<file path="config.mk">
export PLATFORM = sky130hd
export DESIGN_NAME = fx20_fixed_point_mul_div_top
export DESIGN_NICKNAME = d
export VERILOG_FILES = /design/src/design/fx20_pkg.sv /design/src/design/fx20_fixed_point_mul_div_top.sv
export SDC_FILE = /design/constraint.sdc
export NUM_CORES = 2
export LEC_CHECK = 0
export BUFFER_PORTS_ARGS = -buffer_cell sky130_fd_sc_hd__buf_2
export CORE_AREA = 2 2 475 477
export CTS_CLUSTER_DIAMETER = 30
export DETAILED_ROUTE_END_ITERATION = 12
export DIE_AREA = 0 0 477 479
export GPL_TIMING_DRIVEN = 0
export PLACE_DENSITY = 0.55
export SLEW_MARGIN = 10
export SYNTH_ARGS = -nofsm -noshare
export SYNTH_HDL_FRONTEND = slang
export SYNTH_SLANG_ARGS = --single-unit
</file>
<file path="constraint.sdc">
create_clock -name clk -period 18.1 [get_ports clk]
set_clock_uncertainty 0.2 [all_clocks]
set_input_delay 4.525 -clock clk [delete_from_list [all_inputs] [get_ports clk]]
set_output_delay 4.525 -clock clk [all_outputs]
set_load 0.01 [all_outputs]
</file>
<file path="src/design/fx20_pkg.sv">
// Types, codes and helper functions of the 12.20 fixed-point multiply/divide unit.
package fx20_pkg;

	localparam logic [1:0] OP_MUL = 2'd0;
	localparam logic [1:0] OP_DIV = 2'd1;
	localparam logic [1:0] OP_DEC = 2'd2;
	localparam logic [1:0] OP_UNDEF = 2'd3;

	localparam logic [31:0] ALL_ONES = 32'hFFFF_FFFF;

	localparam int DIV_STAGES = 8;
	localparam int DIV_STEPS = 4;

	typedef struct packed {
		logic [1:0]  opcode;
		logic [31:0] first_operand;
		logic [31:0] second_operand;
	} in_t;

	typedef struct packed {
		logic [31:0] result;
		logic        invalid;
	} out_t;

	typedef struct packed {
		logic              vld;
		logic [1:0]        op;
		logic              bad;
		logic signed [7:0] sh;
		logic [31:0]       val;
		logic [15:0]       rem;
		logic [31:0]       qn;
		logic [15:0]       den;
	} div_t;

	// Leading zero count; zero for a zero word.
	function automatic logic [4:0] clz32(input logic [31:0] v);
		logic [4:0] n;
		n = '0;
		for (int i = 0; i < 32; i++) begin
			if (v[i]) n = 5'(31 - i);
		end
		return n;
	endfunction

	// Trailing zero count of a 17-bit value; zero for a zero value.
	function automatic logic [4:0] tz17(input logic [16:0] v);
		logic [4:0] n;
		n = '0;
		for (int i = 16; i >= 0; i--) begin
			if (v[i]) n = 5'(i);
		end
		return n;
	endfunction

	// Positive amounts shift left, negative right; 32 or more gives zero.
	function automatic logic [31:0] sshift(input logic [31:0] v, input logic signed [7:0] sh);
		logic [31:0] r;
		logic signed [7:0] neg;
		neg = -sh;
		if (sh >= 8'sd32 || sh <= -8'sd32) r = '0;
		else if (sh >= 8'sd0) r = v << sh[4:0];
		else r = v >> neg[4:0];
		return r;
	endfunction

	// Four restoring divide steps on one pipeline stage.
	function automatic div_t div_step(input div_t d);
		div_t o;
		logic [16:0] r17;
		o = d;
		for (int k = 0; k < DIV_STEPS; k++) begin
			r17 = {o.rem, o.qn[31]};
			if (r17 >= {1'b0, o.den}) begin
				o.rem = 16'(r17 - {1'b0, o.den});
				o.qn = {o.qn[30:0], 1'b1};
			end else begin
				o.rem = r17[15:0];
				o.qn = {o.qn[30:0], 1'b0};
			end
		end
		return o;
	endfunction

endpackage

</file>
<file path="src/design/fx20_fixed_point_mul_div_top.sv">
// Top level of the 12.20 fixed-point multiply, divide and code decode pipeline.
//
//  channel   direction  handshake              payload
//  in        input      in_valid / in_ready    in_data  (opcode, first_operand, second_operand)
//  out       output     out_valid / out_ready  out_data (result, invalid)
//
// One transfer enters per cycle while the output is not stalled; each result shows on out_valid
// after its input transfer has passed through thirteen register stages, eight of them the
// restoring divider (four quotient bits per stage).
// Only the valid bits and the divider stage records are reset by arst_n; the other data registers are not.
// When a result waits on out_ready, the whole pipeline holds and in_ready drops;
// nothing is lost or repeated.
module fx20_fixed_point_mul_div_top (
	input  logic          clk,
	input  logic          arst_n,
	input  logic          in_valid,
	output logic          in_ready,
	input  fx20_pkg::in_t in_data,
	output logic          out_valid,
	input  logic          out_ready,
	output fx20_pkg::out_t out_data
);
	import fx20_pkg::*;

	logic en;

	// Stage 1 registers.
	logic              v_s1, bad_s1;
	logic [1:0]        op_s1;
	logic [31:0]       a_s1, b_s1, dec_s1;
	logic [4:0]        lza_s1, lzb_s1;
	// Stage 2 registers.
	logic              v_s2, bad_s2;
	logic [1:0]        op_s2;
	logic [31:0]       dec_s2;
	logic [16:0]       ma_s2, mb_s2;
	logic [4:0]        lza_s2, lzb_s2;
	// Stage 3 registers.
	logic              v_s3, bad_s3;
	logic [1:0]        op_s3;
	logic [31:0]       dec_s3;
	logic signed [7:0] sh_s3;
	logic [15:0]       n16_s3, odda_s3, oddb_s3;
	// Divider stages; entry k is pipeline stage 4 + k.
	div_t              dv_s [DIV_STAGES + 1];
	// Output stage.
	logic              out_valid_s13;
	out_t              out_data_s13;

	assign en = !out_valid_s13 || out_ready;
	assign in_ready = en;
	assign out_valid = out_valid_s13;
	assign out_data = out_data_s13;

	// Input side: bad operand checks and the factory code decode.
	logic        bad_in;
	logic [11:0] code;
	logic [31:0] dec_in;
	always_comb begin
		code = in_data.first_operand[11:0];
		bad_in = (in_data.opcode == OP_DIV && (in_data.first_operand == ALL_ONES ||
			in_data.second_operand == ALL_ONES || in_data.second_operand == '0)) ||
			(in_data.opcode != OP_MUL && in_data.opcode != OP_DIV && in_data.opcode != OP_DEC);
		if (code == '0) dec_in = '0;
		else dec_in = {23'd0, 1'b1, code[7:0]} << (5'(code[11:8]) + 5'd3);
	end

	// Rounding to 16 significant bits in normalized form.
	logic [31:0] na, nb;
	logic [16:0] ma, mb;
	logic        ovf;
	always_comb begin
		na = a_s1 << lza_s1;
		nb = b_s1 << lzb_s1;
		ma = {1'b0, na[31:16]} + {16'd0, na[15]};
		mb = {1'b0, nb[31:16]} + {16'd0, nb[15]};
		ovf = (op_s1 == OP_MUL || op_s1 == OP_DIV) &&
			((lza_s1 == '0 && ma[16]) || (lzb_s1 == '0 && mb[16]));
	end

	// Odd parts, normalized dividend and the rescaling shift.
	logic [4:0]        tza, tzb, nsh;
	logic [15:0]       odda, oddb, n16;
	logic signed [7:0] sa, sb, sh;
	always_comb begin
		tza = tz17(ma_s2);
		tzb = tz17(mb_s2);
		odda = 16'(ma_s2 >> tza);
		oddb = 16'(mb_s2 >> tzb);
		// A rounding carry makes the value a single one bit one place higher.
		if (ma_s2[16]) begin
			nsh = lza_s2 - 5'd1;
			n16 = 16'h8000;
		end else begin
			nsh = lza_s2;
			n16 = ma_s2[15:0];
		end
		sa = 8'sd16 + $signed({3'b000, tza}) - $signed({3'b000, lza_s2});
		sb = 8'sd16 + $signed({3'b000, tzb}) - $signed({3'b000, lzb_s2});
		if (op_s2 == OP_DIV) sh = 8'sd20 - $signed({3'b000, nsh}) - sb;
		else sh = sa + sb - 8'sd20;
	end

	// Multiply and divider entry.
	div_t dv_in;
	always_comb begin
		dv_in.vld = v_s3;
		dv_in.op = op_s3;
		dv_in.bad = bad_s3;
		dv_in.sh = sh_s3;
		dv_in.val = (op_s3 == OP_DEC) ? dec_s3 : odda_s3 * oddb_s3;
		dv_in.rem = '0;
		dv_in.qn = {n16_s3, 16'd0};
		dv_in.den = oddb_s3;
	end

	// Final rescaling and result select.
	div_t  dl;
	out_t  fin;
	always_comb begin
		dl = dv_s[DIV_STAGES];
		if (dl.bad) fin.result = ALL_ONES;
		else if (dl.op == OP_DEC) fin.result = dl.val;
		else if (dl.op == OP_DIV) fin.result = sshift(dl.qn, dl.sh);
		else fin.result = sshift(dl.val, dl.sh);
		fin.invalid = dl.bad;
	end

	always_ff @(posedge clk or negedge arst_n) begin
		if (!arst_n) begin
			v_s1 <= 1'b0;
			v_s2 <= 1'b0;
			v_s3 <= 1'b0;
			out_valid_s13 <= 1'b0;
		end else if (en) begin
			v_s1 <= in_valid;
			v_s2 <= v_s1;
			v_s3 <= v_s2;
			out_valid_s13 <= dv_s[DIV_STAGES].vld;
		end
	end

	always_ff @(posedge clk) begin
		if (en) begin
			op_s1 <= in_data.opcode;
			a_s1 <= in_data.first_operand;
			b_s1 <= in_data.second_operand;
			lza_s1 <= clz32(in_data.first_operand);
			lzb_s1 <= clz32(in_data.second_operand);
			bad_s1 <= bad_in;
			dec_s1 <= dec_in;

			op_s2 <= op_s1;
			bad_s2 <= bad_s1 || ovf;
			dec_s2 <= dec_s1;
			ma_s2 <= ma;
			mb_s2 <= mb;
			lza_s2 <= lza_s1;
			lzb_s2 <= lzb_s1;

			op_s3 <= op_s2;
			bad_s3 <= bad_s2;
			dec_s3 <= dec_s2;
			sh_s3 <= sh;
			n16_s3 <= n16;
			odda_s3 <= odda;
			oddb_s3 <= oddb;

			out_data_s13 <= fin;
		end
	end

	// The divider stage records are reset whole, their valid bits included.
	always_ff @(posedge clk or negedge arst_n) begin
		if (!arst_n) begin
			for (int k = 0; k <= DIV_STAGES; k++) dv_s[k] <= '0;
		end else if (en) begin
			dv_s[0] <= dv_in;
			for (int k = 1; k <= DIV_STAGES; k++) dv_s[k] <= div_step(dv_s[k - 1]);
		end
	end

endmodule

</file>
==> run metrics <==
GP Congestion between 0.9 and 1; FF+latch area 30000 sq um; post-CTS setup buffer count 0; Startpoint Class register; status complete, no violations; max_cap viols 0; largest area contributor in the netlist dfrtp_1; max incr delay on CP 0.93 ns; Slew HR 0.0740; CP max FO 10; DP HPWL ~250 mm; CTS max path bufs 4; largest net degree at the start of global routing 107; I/O Pins around 110; worst hold-check path type reg2reg; final worst path period share 0.834; gr ovfl total 0; die height around 480 microns; Worst Tran Pin Value between 1 and 1.5 ns; Die ar. between 200000 and 250000 sq um; Die X 477 microns; Mapped Area 88900 sq um; kind of critical path reg2reg; first-pass GRT wire length 481 mm; via count 77.4k; drt first pass iters 6; initial antenna violation count 6; endpoints failing setup 0; final hold viol count 0; WL per Instance 23.1 microns; Yosys top cell area share 0.232; hold_sp dec_s1[10]$_SDFFCE_PP0P_; top_reg_cell synth dfrtp_1; setup TNS 0 ns; Ys Warns 0; Synth Instances between 10k and 15k; Clock Pin Slew Worst Setup and Hold Paths roughly 0.05 ns; residual DRC count 0; Core Box Area 224000 sq um; root buf cell clkbuf_16; Yosys reg bits ~1.1k; Worst Setup SP dv_s[766]$_DFFE_PN0P_; routed wire length 320 mm; most common cell in the netlist nand2_1; row cnt 174; DRT iter0 DRCs 5878; CP Capture Type register; # nets final ~12k; RR Endpoint dv_s[711]$_DFFE_PN0P_; CTS tree done; PortBufs 104; vias in the first global route ~77k; GRT Total Usage 0.275; TritonCTS Buffers 288; H-tree depth 5; vias per cell 5.60; highest clock rate ~0.066 GHz; Skew-Pair Late Insertion Delay 0.90 ns; FF-to-FF path depth 47; synth cell count leaders 2454 x nand2_1, 824 x dfrtp_1, 662 x nor2_1, 651 x a21oi_1, 639 x ha_1; CTS Sinks 1136; area of the multi-input gates 54900 sq um; ys async rst share 0.725; Slowest-stage cell, CP o21ai_0; PostCTS Resize Cnt 0; layout cells sized above 1 0.0901; post-synthesis sequential area ratio 0.338; most used cell, CP a21oi_1; Routed Antenna Nets 0; Slew Viols, Final 0; Mapped Nets about 11k; Initial Utilization 0.397; number of hold buffers added after cts 0; area delta synth->final 15.7%; Distinct cells, synth 102; filler instances 21.8k; RR Startpoint dv_s[766]$_DFFE_PN0P_; Post-synth EDFFs 312; Worst Path Arrival approximately 16 ns; syn avg cell area 8.69 sq um; crit path to dv_s[711]$_DFFE_PN0P_; CP Data Required Time 18.64 ns; RSZ-0062 raised after global routing false; post-layout min period 15.10 ns; FF-to-FF setup slack 3.00 ns; Area contributors post-synth dfrtp_1 23%, edfxtp_1 11%, nand2_1 10%, ha_1 9.0%, fa_1 4.9%
-- metrics by stage --
| step | area, sq um | hold WS (ns) | util | setup WS [ns] | cells |
|---|---|---|---|---|---|
| floorplan | 88900 | 0.200 | - | 3.96 | 10200 |
| global placement | 93100 | 0.202 | 0.416 | -5.57 | 13300 |
| detailed placement | 93500 | 0.205 | 0.418 | 3.22 | 13300 |
| CTS | 103000 | 0.211 | 0.460 | 3.20 | 13800 |
| global route | 103000 | 0.217 | 0.460 | 2.18 | 13800 |
| finish | 103000 | 0.211 | 0.460 | 3.00 | 13800 |
-- metal layers --
| metal | part of all wire | GRT usage | wire length (microns) |
|---|---|---|---|
| met5 | 0.000041 | 0 | 13 |
| met4 | 0.057 | 0.143 | 18200 |
| met1 | 0.42 | 0.342 | 134000 |
| met3 | 0.047 | 0.0343 | 14900 |
| met2 | 0.48 | 0.468 | 153000 |
-- flip-flops by register name, summed over array words and instances (netlist names), 17 cells and up --
signal,count
a_s1,32
out_data,33
dec_s2,32
dv_s,744
dec_s1,32
b_s1,32
ma_s2,17
mb_s2,17
dec_s3,32
dl,76
-- worst max-delay path: cells and delay by family, from the launching register on --
family          cells  cell delay, ns
compound gates     25            7.77
mux                 2            0.77
fa+ha+maj           4            1.27
simple gates        9            2.29
flops               1            0.38
buf+inv             7            2.22
-- logic make-up after synthesis --
| kind of cell | synth area share |
|---|---|
| AOI/OAI and AO/OA | 0.153 |
| xor gates and xnor gates | 0.0428 |
| adders and majority gates | 0.139 |
| buffers and inverters | 0.0452 |
| DFF | 0.338 |
| muxes | 0.0926 |
| and+or+nand+nor | 0.190 |
-- layout make-up --
cell class | instances | share of cell area
Sequential cell | 1136 | 0.292
Clock inverter | 127 | 0.0144
Multi-Input combinational cell | 8046 | 0.533
Antenna cell | 2 | 0.0000487
Inverter | 566 | 0.0207
Clock buffer | 359 | 0.0759
Buffer | 481 | 0.0186
Timing Repair Buffer | 118 | 0.00883
Tap cell | 2992 | 0.0364
-- cell usage in the layout (no fill, tap or decap), drive strengths merged, types with 87 or more instances in the layout --
cell type	count
nor3	131
and2	131
a21o	199
edfxtp	312
ha	639
nor2b	110
mux2	183
xnor2	278
mux4	148
o21a	97
fa	217
a21oi	654
buf	219
nand2	2454
a211oi	105
xor2	156
inv	573
nand4	87
nand3	130
o21ai	560
dfrtp	824
mux2i	282
clkbuf	739
nor2	664
-- how the worst min path moves through the flow --
stage	depth (start not counted)	end	slack [ns]
2_1_floorplan	0	bad_s3$_DFFE_PP_	0.20
3_3_place_gp	0	dec_s3[15]$_DFFE_PP_	0.20
3_5_place_dp	0	dec_s2[10]$_DFFE_PP_	0.20
4_1_cts	0	dec_s2[15]$_DFFE_PP_	0.21
5_1_grt	0	dec_s3[14]$_DFFE_PP_	0.22
6_report	0	dec_s2[10]$_DFFE_PP_	0.21
Power is not shown: default switching activity piles up to over one toggle a cycle in this logic, so the estimate is an artifact.
